## src/sv/length_prefix_deframer_defines.svh

```systemverilog
// Assertion macros shared by the deframer modules.
`ifndef LENGTH_PREFIX_DEFRAMER_DEFINES_SVH
`define LENGTH_PREFIX_DEFRAMER_DEFINES_SVH

// Same-cycle implication, checked at every rising edge outside reset.
`define LPD_ASSERT_IMPLIES(label, clk, rst, ante, cons, msg) \
   label: assert property (@(posedge clk) disable iff (rst) (ante) |-> (cons)) \
      else $error(msg);

// Next-cycle implication, checked at every rising edge outside reset.
`define LPD_ASSERT_NEXT(label, clk, rst, ante, cons, msg) \
   label: assert property (@(posedge clk) disable iff (rst) (ante) |=> (cons)) \
      else $error(msg);

`endif

```

## src/sv/lpd_pkg.sv

```systemverilog
// Types and constants shared by the length-prefix deframer.
package lpd_pkg;

   localparam int BYTE_W      = 8;
   localparam int SIZE_W      = 3;
   localparam int LEN_W       = 32;
   localparam int CSR_INDEX_W = 8;
   localparam int CSR_DATA_W  = 32;

   localparam logic [CSR_INDEX_W-1:0] REG_SIZE_FIELD_BYTES = 8'd0;
   localparam logic [CSR_INDEX_W-1:0] REG_BUFFER_LIMIT     = 8'd1;

   localparam logic [SIZE_W-1:0] SIZE_FIELD_RESET   = 3'd4;
   localparam logic [LEN_W-1:0]  BUFFER_LIMIT_RESET = 32'd1024;

   typedef struct packed {
      logic [SIZE_W-1:0] size_field_bytes;
      logic [LEN_W-1:0]  buffer_limit;
   } cfg_type;

   typedef struct packed {
      logic [BYTE_W-1:0] out_byte;
      logic              msg_first;
      logic              msg_last;
      logic              oversized;
      logic              length_error;
      logic              chunk_end;
      logic              run_last;
   } rsp_item_type;

endpackage

```

## src/sv/lpd_interfaces.sv

```systemverilog
// Channel interfaces of the deframer: byte input, result output and register writes.
interface lpd_req_if;
   logic                       valid;
   logic                       ready;
   logic [lpd_pkg::BYTE_W-1:0] data_byte;
   logic                       end_of_chunk;

   modport source (output valid, output data_byte, output end_of_chunk, input ready);
   modport sink (input valid, input data_byte, input end_of_chunk, output ready);
endinterface

interface lpd_rsp_if;
   logic                       valid;
   logic                       ready;
   logic [lpd_pkg::BYTE_W-1:0] out_byte;
   logic                       msg_first;
   logic                       msg_last;
   logic                       oversized;
   logic                       length_error;
   logic                       chunk_end;
   logic                       run_last;

   modport source (output valid, output out_byte, output msg_first, output msg_last,
                   output oversized, output length_error, output chunk_end,
                   output run_last, input ready);
   modport sink (input valid, input out_byte, input msg_first, input msg_last,
                 input oversized, input length_error, input chunk_end,
                 input run_last, output ready);
endinterface

interface lpd_csr_if;
   logic                            valid;
   logic                            ready;
   logic [lpd_pkg::CSR_INDEX_W-1:0] reg_index;
   logic [lpd_pkg::CSR_DATA_W-1:0]  wdata;

   modport source (output valid, output reg_index, output wdata, input ready);
   modport sink (input valid, input reg_index, input wdata, output ready);
endinterface

```

## src/sv/lpd_csr.sv

```systemverilog
// Configuration registers of the deframer with their write decoder.
module lpd_csr (
   input  logic               clock,
   input  logic               reset,
   lpd_csr_if.sink            csr_chan,
   output lpd_pkg::cfg_type   cfg,
   output logic               width_written
);

   lpd_pkg::cfg_type cfg_ff;
   lpd_pkg::cfg_type cfg_in;

   assign csr_chan.ready = 1'b1;
   assign cfg            = cfg_ff;
   assign width_written  = csr_chan.valid &&
                           (csr_chan.reg_index == lpd_pkg::REG_SIZE_FIELD_BYTES);

   always_comb begin
      cfg_in = cfg_ff;
      if (csr_chan.valid) begin
         unique case (csr_chan.reg_index)
            lpd_pkg::REG_SIZE_FIELD_BYTES: begin
               cfg_in.size_field_bytes = csr_chan.wdata[lpd_pkg::SIZE_W-1:0];
            end
            lpd_pkg::REG_BUFFER_LIMIT: begin
               cfg_in.buffer_limit = csr_chan.wdata[lpd_pkg::LEN_W-1:0];
            end
            default: begin
               cfg_in = cfg_ff;
            end
         endcase
      end
   end

   always_ff @(posedge clock) begin
      if (reset) begin
         cfg_ff.size_field_bytes <= lpd_pkg::SIZE_FIELD_RESET;
         cfg_ff.buffer_limit     <= lpd_pkg::BUFFER_LIMIT_RESET;
      end else begin
         cfg_ff <= cfg_in;
      end
   end

endmodule

```

## src/sv/lpd_core.sv

```systemverilog
// Input register and framing state; turns one held byte into a run of results.
`include "length_prefix_deframer_defines.svh"

module lpd_core #(
   parameter int MAX_HEADER_BYTES = 4
) (
   input  logic                    clock,
   input  logic                    reset,
   lpd_req_if.sink                 req_chan,
   input  lpd_pkg::cfg_type        cfg,
   input  logic                    width_written,
   input  logic                    load_ok,
   output logic                    load_en,
   output logic [$clog2(MAX_HEADER_BYTES+1)-1:0] load_cnt,
   output lpd_pkg::rsp_item_type   load_data [MAX_HEADER_BYTES]
);

   localparam int HIDX_W = (MAX_HEADER_BYTES > 1) ? $clog2(MAX_HEADER_BYTES) : 1;
   localparam int CNT_W  = $clog2(MAX_HEADER_BYTES + 1);

   // Input register.
   logic                       in_valid_ff;
   logic [lpd_pkg::BYTE_W-1:0] in_byte_ff;
   logic                       in_chunk_ff;

   // Framing state.
   logic [lpd_pkg::BYTE_W-1:0] hold_ff [MAX_HEADER_BYTES];
   logic [lpd_pkg::BYTE_W-1:0] hold_in [MAX_HEADER_BYTES];
   logic [lpd_pkg::SIZE_W-1:0] hc_ff, hc_in;
   logic [lpd_pkg::LEN_W-1:0]  rem_ff, rem_in;
   logic                       over_ff, over_in;

   logic [lpd_pkg::SIZE_W-1:0] w;
   logic                       width_ok;
   logic [lpd_pkg::SIZE_W-1:0] hc_inc;
   logic [lpd_pkg::LEN_W-1:0]  msg_len;
   logic [lpd_pkg::LEN_W-1:0]  w_ext;
   logic                       len_err;
   logic                       len_over;
   logic [CNT_W-1:0]           nres;
   logic                       advance;
   logic                       req_fire;

   assign w        = cfg.size_field_bytes;
   assign w_ext    = lpd_pkg::LEN_W'(w);
   assign width_ok = ((w == 3'd1) || (w == 3'd2) || (w == 3'd4)) &&
                     (int'(w) <= MAX_HEADER_BYTES);
   assign hc_inc   = hc_ff + 3'd1;

   // An item with no result moves on at once; otherwise it waits for the burst register.
   assign advance        = in_valid_ff && ((nres == '0) || load_ok);
   assign req_chan.ready = !in_valid_ff || advance;
   assign req_fire       = req_chan.valid && req_chan.ready;
   assign load_en        = advance && (nres != '0);
   assign load_cnt       = nres;

   always_comb begin
      hold_in  = hold_ff;
      hc_in    = hc_ff;
      rem_in   = rem_ff;
      over_in  = over_ff;
      nres     = '0;
      msg_len  = '0;
      len_err  = 1'b0;
      len_over = 1'b0;
      for (int i = 0; i < MAX_HEADER_BYTES; i++) begin
         load_data[i] = '0;
      end

      if (rem_ff != '0) begin
         // Body byte passes straight through.
         load_data[0].out_byte  = in_byte_ff;
         load_data[0].msg_last  = (rem_ff == 32'd1);
         load_data[0].oversized = over_ff;
         load_data[0].chunk_end = in_chunk_ff;
         load_data[0].run_last  = 1'b1;
         nres   = CNT_W'(1);
         rem_in = rem_ff - 32'd1;
         if (rem_ff == 32'd1) begin
            over_in = 1'b0;
         end
      end else if (!width_ok) begin
         // Unusable prefix width: every byte is its own failed message.
         hc_in = '0;
         load_data[0].out_byte     = in_byte_ff;
         load_data[0].msg_first    = 1'b1;
         load_data[0].msg_last     = 1'b1;
         load_data[0].length_error = 1'b1;
         load_data[0].chunk_end    = in_chunk_ff;
         load_data[0].run_last     = 1'b1;
         nres = CNT_W'(1);
      end else begin
         hold_in[hc_ff[HIDX_W-1:0]] = in_byte_ff;
         if (hc_inc < w) begin
            hc_in = hc_inc;
         end else begin
            hc_in = '0;
            for (int i = 0; i < MAX_HEADER_BYTES; i++) begin
               if (i < int'(w)) begin
                  msg_len = msg_len | (lpd_pkg::LEN_W'(hold_in[i]) << (8 * i));
               end
            end
            len_err = (msg_len < w_ext);
            if (!len_err && (msg_len > w_ext)) begin
               rem_in   = msg_len - w_ext;
               len_over = (msg_len > cfg.buffer_limit);
               over_in  = len_over;
            end
            for (int i = 0; i < MAX_HEADER_BYTES; i++) begin
               if (i < int'(w)) begin
                  load_data[i].out_byte     = hold_in[i];
                  load_data[i].msg_first    = (i == 0);
                  load_data[i].msg_last     = (i == int'(w) - 1) && (rem_in == '0);
                  load_data[i].oversized    = len_over;
                  load_data[i].length_error = len_err;
                  load_data[i].chunk_end    = (i == int'(w) - 1) && in_chunk_ff;
                  load_data[i].run_last     = (i == int'(w) - 1);
               end
            end
            nres = CNT_W'(w);
         end
      end
   end

   always_ff @(posedge clock) begin
      if (reset) begin
         in_valid_ff <= 1'b0;
         hc_ff       <= '0;
         rem_ff      <= '0;
         over_ff     <= 1'b0;
      end else begin
         if (req_fire) begin
            in_valid_ff <= 1'b1;
         end else if (advance) begin
            in_valid_ff <= 1'b0;
         end
         if (advance) begin
            rem_ff  <= rem_in;
            over_ff <= over_in;
         end
         if (width_written) begin
            hc_ff <= '0;
         end else if (advance) begin
            hc_ff <= hc_in;
         end
      end
   end

   always_ff @(posedge clock) begin
      if (req_fire) begin
         in_byte_ff  <= req_chan.data_byte;
         in_chunk_ff <= req_chan.end_of_chunk;
      end
      if (advance) begin
         hold_ff <= hold_in;
      end
   end

   `LPD_ASSERT_IMPLIES(a_over_needs_body, clock, reset, rem_ff == '0, !over_ff, "oversize flag set with no body pending")
   `LPD_ASSERT_IMPLIES(a_header_count_bound, clock, reset, width_ok, hc_ff < w, "header count reached the prefix width")
   `LPD_ASSERT_NEXT(a_input_held, clock, reset, in_valid_ff && !advance, in_valid_ff, "input byte lost while stalled")

endmodule

```

## src/sv/lpd_burst.sv

```systemverilog
// Result register that holds one run of up to MAX_HEADER_BYTES results and sends them in turn.
`include "length_prefix_deframer_defines.svh"

module lpd_burst #(
   parameter int MAX_HEADER_BYTES = 4
) (
   input  logic                    clock,
   input  logic                    reset,
   input  logic                    load_en,
   input  logic [$clog2(MAX_HEADER_BYTES+1)-1:0] load_cnt,
   input  lpd_pkg::rsp_item_type   load_data [MAX_HEADER_BYTES],
   output logic                    load_ok,
   lpd_rsp_if.source               rsp_chan
);

   localparam int HIDX_W = (MAX_HEADER_BYTES > 1) ? $clog2(MAX_HEADER_BYTES) : 1;
   localparam int CNT_W  = $clog2(MAX_HEADER_BYTES + 1);

   lpd_pkg::rsp_item_type data_ff [MAX_HEADER_BYTES];
   logic [CNT_W-1:0]      cnt_ff;
   logic [HIDX_W-1:0]     ptr_ff;
   logic                  take;
   logic                  at_end;
   lpd_pkg::rsp_item_type cur;

   assign cur     = data_ff[ptr_ff];
   assign at_end  = (CNT_W'(ptr_ff) + CNT_W'(1)) == cnt_ff;
   assign take    = rsp_chan.valid && rsp_chan.ready;
   assign load_ok = (cnt_ff == '0) || (take && at_end);

   assign rsp_chan.valid        = (cnt_ff != '0);
   assign rsp_chan.out_byte     = cur.out_byte;
   assign rsp_chan.msg_first    = cur.msg_first;
   assign rsp_chan.msg_last     = cur.msg_last;
   assign rsp_chan.oversized    = cur.oversized;
   assign rsp_chan.length_error = cur.length_error;
   assign rsp_chan.chunk_end    = cur.chunk_end;
   assign rsp_chan.run_last     = cur.run_last;

   always_ff @(posedge clock) begin
      if (reset) begin
         cnt_ff <= '0;
         ptr_ff <= '0;
      end else if (load_en) begin
         cnt_ff <= load_cnt;
         ptr_ff <= '0;
      end else if (take && at_end) begin
         cnt_ff <= '0;
         ptr_ff <= '0;
      end else if (take) begin
         ptr_ff <= ptr_ff + HIDX_W'(1);
      end
   end

   always_ff @(posedge clock) begin
      if (load_en) begin
         data_ff <= load_data;
      end
   end

   `LPD_ASSERT_IMPLIES(a_run_last_at_end, clock, reset, rsp_chan.valid && rsp_chan.run_last, at_end, "run ended before its last entry")
   `LPD_ASSERT_IMPLIES(a_load_when_free, clock, reset, load_en, load_ok, "run loaded over results not yet sent")

endmodule

```

## src/sv/length_prefix_deframer.sv

```systemverilog
// Path: a byte accepted on req passes the input register, then the result register, to rsp.
// Throughput: one byte per cycle for held header bytes, and for body bytes while rsp is ready;
// the byte that completes a header releases size_field_bytes results, which hold the result
// register until all are sent while one further byte waits in the input register.
// Reset: synchronous, active high; clears framing state, empties both registers and
// restores size_field_bytes to 4 and buffer_limit to 1024.
module length_prefix_deframer #(
   parameter int MAX_HEADER_BYTES = 4
) (
   input  logic      clock,
   input  logic      reset,
   lpd_req_if.sink   req_chan,
   lpd_rsp_if.source rsp_chan,
   lpd_csr_if.sink   csr_chan
);

   localparam int CNT_W = $clog2(MAX_HEADER_BYTES + 1);

   // Current configuration and a pulse that marks a write of the prefix width. Such a
   // write drops any partly received header, as the framing restarts at the new width.
   lpd_pkg::cfg_type cfg;
   logic             width_written;

   // Hand-off of one run of results from the framing logic to the result register.
   // The framing logic only loads a run when the result register is empty or is
   // sending its final entry in this cycle, so no result is ever overwritten.
   logic                  load_en;
   logic                  load_ok;
   logic [CNT_W-1:0]      load_cnt;
   lpd_pkg::rsp_item_type load_data [MAX_HEADER_BYTES];

   // Register file for the prefix width and the buffer limit.
   lpd_csr u_csr (
      .clock         (clock),
      .reset         (reset),
      .csr_chan      (csr_chan),
      .cfg           (cfg),
      .width_written (width_written)
   );

   // Input register and framing state. Header bytes are collected until the whole length
   // field is in, then released together with first/last, oversize and error flags; body
   // bytes pass through one at a time while the remaining count runs down.
   lpd_core #(
      .MAX_HEADER_BYTES (MAX_HEADER_BYTES)
   ) u_core (
      .clock         (clock),
      .reset         (reset),
      .req_chan      (req_chan),
      .cfg           (cfg),
      .width_written (width_written),
      .load_ok       (load_ok),
      .load_en       (load_en),
      .load_cnt      (load_cnt),
      .load_data     (load_data)
   );

   // Result register: presents the run one entry per transaction on the rsp channel.
   lpd_burst #(
      .MAX_HEADER_BYTES (MAX_HEADER_BYTES)
   ) u_burst (
      .clock     (clock),
      .reset     (reset),
      .load_en   (load_en),
      .load_cnt  (load_cnt),
      .load_data (load_data),
      .load_ok   (load_ok),
      .rsp_chan  (rsp_chan)
   );

endmodule
```

## src/flat_wrapper.sv

```systemverilog
// flat-port wrapper written by rule: the top's interface ports become plain ports
module length_prefix_deframer_flat 
#(
   parameter int MAX_HEADER_BYTES = 4
)
  (clock, reset, req_chan_valid, req_chan_data_byte, req_chan_end_of_chunk, req_chan_ready, rsp_chan_valid, rsp_chan_out_byte, rsp_chan_msg_first, rsp_chan_msg_last, rsp_chan_oversized, rsp_chan_length_error, rsp_chan_chunk_end, rsp_chan_run_last, rsp_chan_ready, csr_chan_valid, csr_chan_reg_index, csr_chan_wdata, csr_chan_ready);
  lpd_req_if req_chan_i ();
  lpd_rsp_if rsp_chan_i ();
  lpd_csr_if csr_chan_i ();
  input  logic clock;
  input  logic reset;
  input wire logic [$bits(req_chan_i.valid)-1:0] req_chan_valid;
  input wire logic [$bits(req_chan_i.data_byte)-1:0] req_chan_data_byte;
  input wire logic [$bits(req_chan_i.end_of_chunk)-1:0] req_chan_end_of_chunk;
  output wire logic [$bits(req_chan_i.ready)-1:0] req_chan_ready;
  output wire logic [$bits(rsp_chan_i.valid)-1:0] rsp_chan_valid;
  output wire logic [$bits(rsp_chan_i.out_byte)-1:0] rsp_chan_out_byte;
  output wire logic [$bits(rsp_chan_i.msg_first)-1:0] rsp_chan_msg_first;
  output wire logic [$bits(rsp_chan_i.msg_last)-1:0] rsp_chan_msg_last;
  output wire logic [$bits(rsp_chan_i.oversized)-1:0] rsp_chan_oversized;
  output wire logic [$bits(rsp_chan_i.length_error)-1:0] rsp_chan_length_error;
  output wire logic [$bits(rsp_chan_i.chunk_end)-1:0] rsp_chan_chunk_end;
  output wire logic [$bits(rsp_chan_i.run_last)-1:0] rsp_chan_run_last;
  input wire logic [$bits(rsp_chan_i.ready)-1:0] rsp_chan_ready;
  input wire logic [$bits(csr_chan_i.valid)-1:0] csr_chan_valid;
  input wire logic [$bits(csr_chan_i.reg_index)-1:0] csr_chan_reg_index;
  input wire logic [$bits(csr_chan_i.wdata)-1:0] csr_chan_wdata;
  output wire logic [$bits(csr_chan_i.ready)-1:0] csr_chan_ready;
  assign req_chan_i.valid = req_chan_valid;
  assign req_chan_i.data_byte = req_chan_data_byte;
  assign req_chan_i.end_of_chunk = req_chan_end_of_chunk;
  assign req_chan_ready = req_chan_i.ready;
  assign rsp_chan_valid = rsp_chan_i.valid;
  assign rsp_chan_out_byte = rsp_chan_i.out_byte;
  assign rsp_chan_msg_first = rsp_chan_i.msg_first;
  assign rsp_chan_msg_last = rsp_chan_i.msg_last;
  assign rsp_chan_oversized = rsp_chan_i.oversized;
  assign rsp_chan_length_error = rsp_chan_i.length_error;
  assign rsp_chan_chunk_end = rsp_chan_i.chunk_end;
  assign rsp_chan_run_last = rsp_chan_i.run_last;
  assign rsp_chan_i.ready = rsp_chan_ready;
  assign csr_chan_i.valid = csr_chan_valid;
  assign csr_chan_i.reg_index = csr_chan_reg_index;
  assign csr_chan_i.wdata = csr_chan_wdata;
  assign csr_chan_ready = csr_chan_i.ready;
  length_prefix_deframer #(.MAX_HEADER_BYTES(MAX_HEADER_BYTES)) u_core (.clock(clock), .reset(reset), .req_chan(req_chan_i), .rsp_chan(rsp_chan_i), .csr_chan(csr_chan_i));
endmodule
```

## config.mk

```make
export PLATFORM = sky130hd
export DESIGN_NAME = length_prefix_deframer_flat
export DESIGN_NICKNAME = d
export VERILOG_FILES = /design/src/sv/lpd_pkg.sv /design/src/sv/lpd_interfaces.sv /design/src/sv/lpd_csr.sv /design/src/sv/lpd_core.sv /design/src/sv/lpd_burst.sv /design/src/sv/length_prefix_deframer.sv /design/src/flat_wrapper.sv
export VERILOG_INCLUDE_DIRS = /design/src /design/src/sv
export SDC_FILE = /design/constraint.sdc
export NUM_CORES = 1
export LEC_CHECK = 0
export BUFFER_PORTS_ARGS = -buffer_cell sky130_fd_sc_hd__buf_2
export CAP_MARGIN = 20
export CORE_MARGIN = 5
export CORE_UTILIZATION = 60
export DETAILED_ROUTE_END_ITERATION = 10
export PLACE_DENSITY = 0.76
export SETUP_SLACK_MARGIN = 0.2
export SYNTH_ARGS = -nofsm -noshare
export SYNTH_HDL_FRONTEND = slang
export SYNTH_SLANG_ARGS = --single-unit
```

## constraint.sdc

```tcl
create_clock -name clock -period 6.62 [get_ports clock]
set_input_delay 0.331 -clock clock [delete_from_list [all_inputs] [get_ports clock]]
set_output_delay 0.331 -clock clock [all_outputs]
set_load 0.02 [all_outputs]
```

## After elaboration in Yosys (flattened, before gate mapping)

Cells that the tools add are included.
W data, S select, Z words.

| word-level totals | value |
|---|---|
| output and inout bits | 17 |
| bits in registers | 174 |

| operators by class | value |
|---|---|
| multiplexer cells | 55 |
| $lt $le $gt $ge | 12 |
| eq/ne operators | 11 |
| bitwise operators | 10 |
| add/subtract/negate cells | 6 |
| reductions and logical operators | 49 |

Operator list:

| kind | number |
|---|---|
| $mux W32 | 22 |
| $mux W14 | 6 |
| $logic_not A32 Y1 | 2 |
| $mux W56 | 1 |
| $bwmux W32 | 1 |
| $eq A32 B1 Y1 const B | 1 |
| $gt A32 B3 Y1 | 1 |
| $gt A32 B32 Y1 | 1 |
| $lt A32 B3 Y1 | 1 |
| $or A32 B16 Y32 | 1 |
| $or A32 B24 Y32 | 1 |
| $or A32 B32 Y32 | 1 |
| $reduce_bool A32 Y1 | 1 |
| $sub A32 B1 Y32 const B | 1 |
| $sub A32 B3 Y32 | 1 |
| $bmux W14 S2 | 1 |
| $mux W3 | 8 |
| $mux W8 | 3 |
| $logic_and A1 B1 Y1 | 17 |
| $demux W8 S2 | 1 |
| $reduce_or A4 Y1 | 3 |
| $mux W10 | 1 |
| $mux W1 | 9 |
| $eq A3 B4 Y1 const A | 2 |
| 32 further kinds | 56 |

## Logic depth before layout (Yosys ltp)

| logic depth | value |
|---|---|
| depth after elaboration | 38 |
| mapped depth | 21 |
| mapped depth without buffers | 17 |

## By module

Synthesis repeated with hierarchy kept, for this count alone.

| unflattened totals | value |
|---|---|
| cells, all modules | 1151 |
| area, all modules | 10827.9 um^2 |

By module, submodules not included:

| module | area each (um^2) | cells an instance | times used |
|---|---|---|---|
| lpd_core | 6901.6 | 892 | 1 |
| lpd_burst | 2326.0 | 103 | 1 |
| lpd_csr | 1600.3 | 156 | 1 |

## Least setup slack after synthesis

OpenSTA, ideal clock, no wires.

| path | value |
|---|---|
| path kind | register to register |
| start point | register u_core.u_core.rem_ff[23] (netlist name) |
| end point | register u_core.u_burst.cnt_ff[2] |
| slack | 1.044 ns |
| library setup time | 0.077 ns |
| path buffers | 0 |
| required time | 6.543 ns |
| arrival time | 5.500 ns |
| cell stages (with the launch flop) | 11 |
| path through | dfxtp_1 -> or3_1 -> or2_2 -> nor3_1 -> nor4b_2 -> and3_1 -> a21o_1 -> nand2_1 -> a21oi_1 -> a32oi_1 -> nor2_1 |

| between the ends | value |
|---|---|
| word-level cells in the longest chain between the ends | 7 |

RTL lines:

| element | line | source |
|---|---|---|
| from (decl) | lpd_core.sv:30 | `logic [lpd_pkg::LEN_W-1:0] rem_ff, rem_in;` |
| from (signal assigned) | lpd_core.sv:138 | `rem_ff <= rem_in;` |
| $reduce_bool A32 Y1 (*) | lpd_core.sv:70 | `if (rem_ff != '0) begin` |
| $mux W3 (*) | lpd_core.sv:70 |  |
| $logic_not A3 Y1 | lpd_core.sv:51 | `assign advance = in_valid_ff && ((nres == '0) \|\| load_ok);` |
| $logic_or A1 B1 Y1 | lpd_core.sv:51 |  |
| $logic_and A1 B1 Y1 | lpd_core.sv:51 |  |
| $logic_and A1 B1 Y1 (*) | lpd_core.sv:54 | `assign load_en = advance && (nres != '0);` |
| net u_core.load_en | length_prefix_deframer.sv:27 | `logic load_en;` |
| $mux W3 / $reduce_bool A2 Y1 (equally long branches) | -- |  |
| to (signal assigned) | lpd_burst.sv:45 | `cnt_ff <= load_cnt;` |
| to (decl) | lpd_burst.sv:20 | `logic [CNT_W-1:0] cnt_ff;` |

Mark *: on every way through the listed nets, which the timed path passes. The rest lies on a longest branch.
A chain may end at the register's enable or synchronous reset.

==> run summary <==
CP required: 6.93 ns
CTS tree: done
most frequent cells in the layout: nand2_1 (142), edfxtp_1 (94), a21oi_1 (91), nor2_1 (90), dfxtp_1 (77)
DRC errors left: 0
Synth area leader: edfxtp_1
# setup viols final: 0
post-CTS setup buffers: 0
#FFs+latches synth: 171
Post-synth top flop: edfxtp_1
Clk Latency, worst-skew pair: 0.45 ns
Area Overhead vs Synth: 10.84%
initial antenna violation count: 0
DR vias: 8677
Congestion Overflow GR: 0
Tmin final: 5.131 ns
CP arrival: 5.44 ns
Multi-input gate area: 5122 sq um
Slew headroom: 31.28%
Crit. End Element: flop
Reg2Reg Depth: 16
Die X: 139.1 um
asr flop ratio synth: 0%
top cell type's share of synthesized area: 28.24%
Max Cap Viol: 0
post-DR wirelength/cell: 20.43 um
syn_area_per_cell: 9.103 sq um
Sequential Area: 4364 sq um
PD cells: 487.7 nW/um^2
Total Wirelength: 28.03 mm
Hold Path Class: primary input to flop
RSZ-0062 raised after global routing: no
Worst-path clk slew: 0.07 ns
Routed Antenna Nets: 0
Syn Std Cell Area: 9995 sq um
worst vdd ir: 0.3594 mV
total negative slack: 0 ns
Hold Fails Final Rpt: 0
vias in the first global route: 8116
first-pass GRT wire length: 44.73 mm
most common cell after layout, fill and taps aside: nand2_1
Post-Synthesis Cells: 1098
max-slew violations: 0
Nets: 1237
I/O pins: 71
sequential-to-total area share from yosys stat: 43.67%
Die Y-Extent: 139.1 um
CP startpoint kind: flop
Placer Congestion: 0.9509
largest net degree at the start of global routing: 78
Leakage: 4.177 nW
layout cells sized above 1: 14.41%
Slew @ Worst Pin: 1.031 ns
CTS sink count: 171
drt pass-1 iters: 5
hold path depth: 1
fillers: 1363
die area: 19340 sq um
crit-path max FO: 25
CTS Root Cell: clkbuf_16
Longest Clk Path Bufs: 2
status: finished clean
vias per inst: 6.324
synth top area cells: edfxtp_1 (28%), dfxtp_1 (15%), ha_1 (5.5%)
GRT Total Usage: 29.07%
CTS resizes: 0
core area: 16470 sq um
hold_buf cts: 0
Synth Warn #: 0
Rows: 47
Design Power: 5.403 mW
H-tree levels: 4
Clock Skew: 0.01436 ns
Port Buf Inserts: 69
initial DRC count: 1184
# diodes: 0
Detail Placement HPWL: 20.65 mm
EDFF count, synth: 94
Distinct cells, synth: 70
CTS buffer count: 17
critical path type: flop to flop
initial core utilization: 60.70%
Final period util: 77.51%
Highest Clock Rate: 194.9 MHz
==> path summary, 6_finish.rpt <==
| kind | start | to | slack, ns |
|---|---|---|---|
| max | u_core.u_core.hc_ff[0] | u_core.u_burst.data_ff[46] | 1.49 |
| min | req_chan_data_byte[0] | u_core.u_core.in_byte_ff[0] | 0.06 |
| max reg2reg | u_core.u_core.hc_ff[0] | u_core.u_burst.data_ff[46] | 1.49 |
| min reg2reg | u_core.u_csr.cfg[19] | u_core.u_csr.cfg[19] | 0.46 |
==> metal layers <==
layer,global-route usage [%],up-vias,share of wire [%]
li1,-,4046,-
met1,38.81,4046,41
met2,46.38,516,46
met3,6.069,69,9.5
met4,12.05,0,3.5
met5,0,-,0
==> per-stage QoR <==
step	instances	instance area [sq um]	setup slack, ns	util (%)	hold WS [ns]
after floorplan	1100	10000	1.044	-	0.4299
after global placement	1337	10460	1.830	63.50	0.4433
after detailed placement	1337	10460	1.651	63.50	0.4470
after CTS	1369	11020	1.601	66.95	0.05252
after global routing	1372	11080	1.134	67.28	0.05138
final	1372	11080	1.489	67.28	0.05887
==> worst max-delay path, stage by stage, from the launching register on <==
cell	delay, ns
dfxtp_1	0.37
inv_1	0.10
ha_1	0.44
mux2_2	0.39
and2_1	0.20
ha_1	0.41
nand2b_1	0.13
o31ai_1	0.29
a21oi_1	0.17
o211ai_1	0.47
or2_1	0.58
buf_4	0.40
nand3_1	0.12
a221oi_1	0.26
nand4_1	0.19
o31ai_1	0.27
o2111a_1	0.20
==> logic make-up (layout without fill, tap and decap cells) <==
group | after synthesis | after routing | share of synthesized area, %
simple gates | 425 | 425 | 20.31
mux | 62 | 62 | 8.250
fa+ha+maj | 45 | 45 | 5.608
compound gates | 227 | 227 | 14.08
other cells | 2 | 4 | 0.07514
buf+inv | 135 | 187 | 5.295
xor+xnor | 31 | 31 | 2.717
flops | 171 | 171 | 43.67
==> Yosys cell counts, types with 12 or more instances <==
| cell type | n |
|---|---|
| edfxtp_1 | 94 |
| nor3_1 | 54 |
| xnor2_1 | 26 |
| inv_1 | 73 |
| a211oi_1 | 13 |
| nand3_1 | 34 |
| nand4_1 | 12 |
| o21ai_0 | 41 |
| mux4_2 | 13 |
| a21o_1 | 15 |
| clkbuf_1 | 51 |
| or3_1 | 14 |
| ha_1 | 44 |
| nor4_1 | 17 |
| o31ai_1 | 15 |
| a21oi_1 | 92 |
| nand2_1 | 142 |
| mux2i_1 | 22 |
| dfxtp_1 | 77 |
| mux2_2 | 25 |
| nor2_1 | 91 |
==> layout make-up <==
type	count	share of cell area [%]
Sequential cell	171	39.39
Multi-Input combinational cell	794	46.24
Clock buffer	17	3.840
Tap cell	220	2.485
Inverter	73	2.473
Clock inverter	15	1.276
Timing Repair Buffer	82	4.292
==> sequential cells by signal (all words and copies together), names as in the netlist <==
name                       count
u_core.u_burst.data_ff        53
u_core.u_core.in_byte_ff       8
u_core.u_burst.ptr_ff          2
u_core.u_core.over_ff          1
u_core.u_core.hc_ff            3
u_core.u_burst.cnt_ff          3
u_core.u_core.hold_ff         32
u_core.u_csr.cfg              35
u_core.u_core.rem_ff          32
u_core.u_core.in_valid_ff      1
u_core.u_core.in_chunk_ff      1
==> report_power, final <==
part | total [mW] | switching, mW | leakage (nW) | internal (mW)
registers | 1.69 | 0.206 | 1.51 | 1.48
clock network | 0.985 | 0.485 | 0.272 | 0.500
logic | 2.73 | 1.80 | 2.40 | 0.926
total | 5.40 | 2.49 | 4.18 | 2.91
No activity file was read; power rests on OpenSTA's default activity.
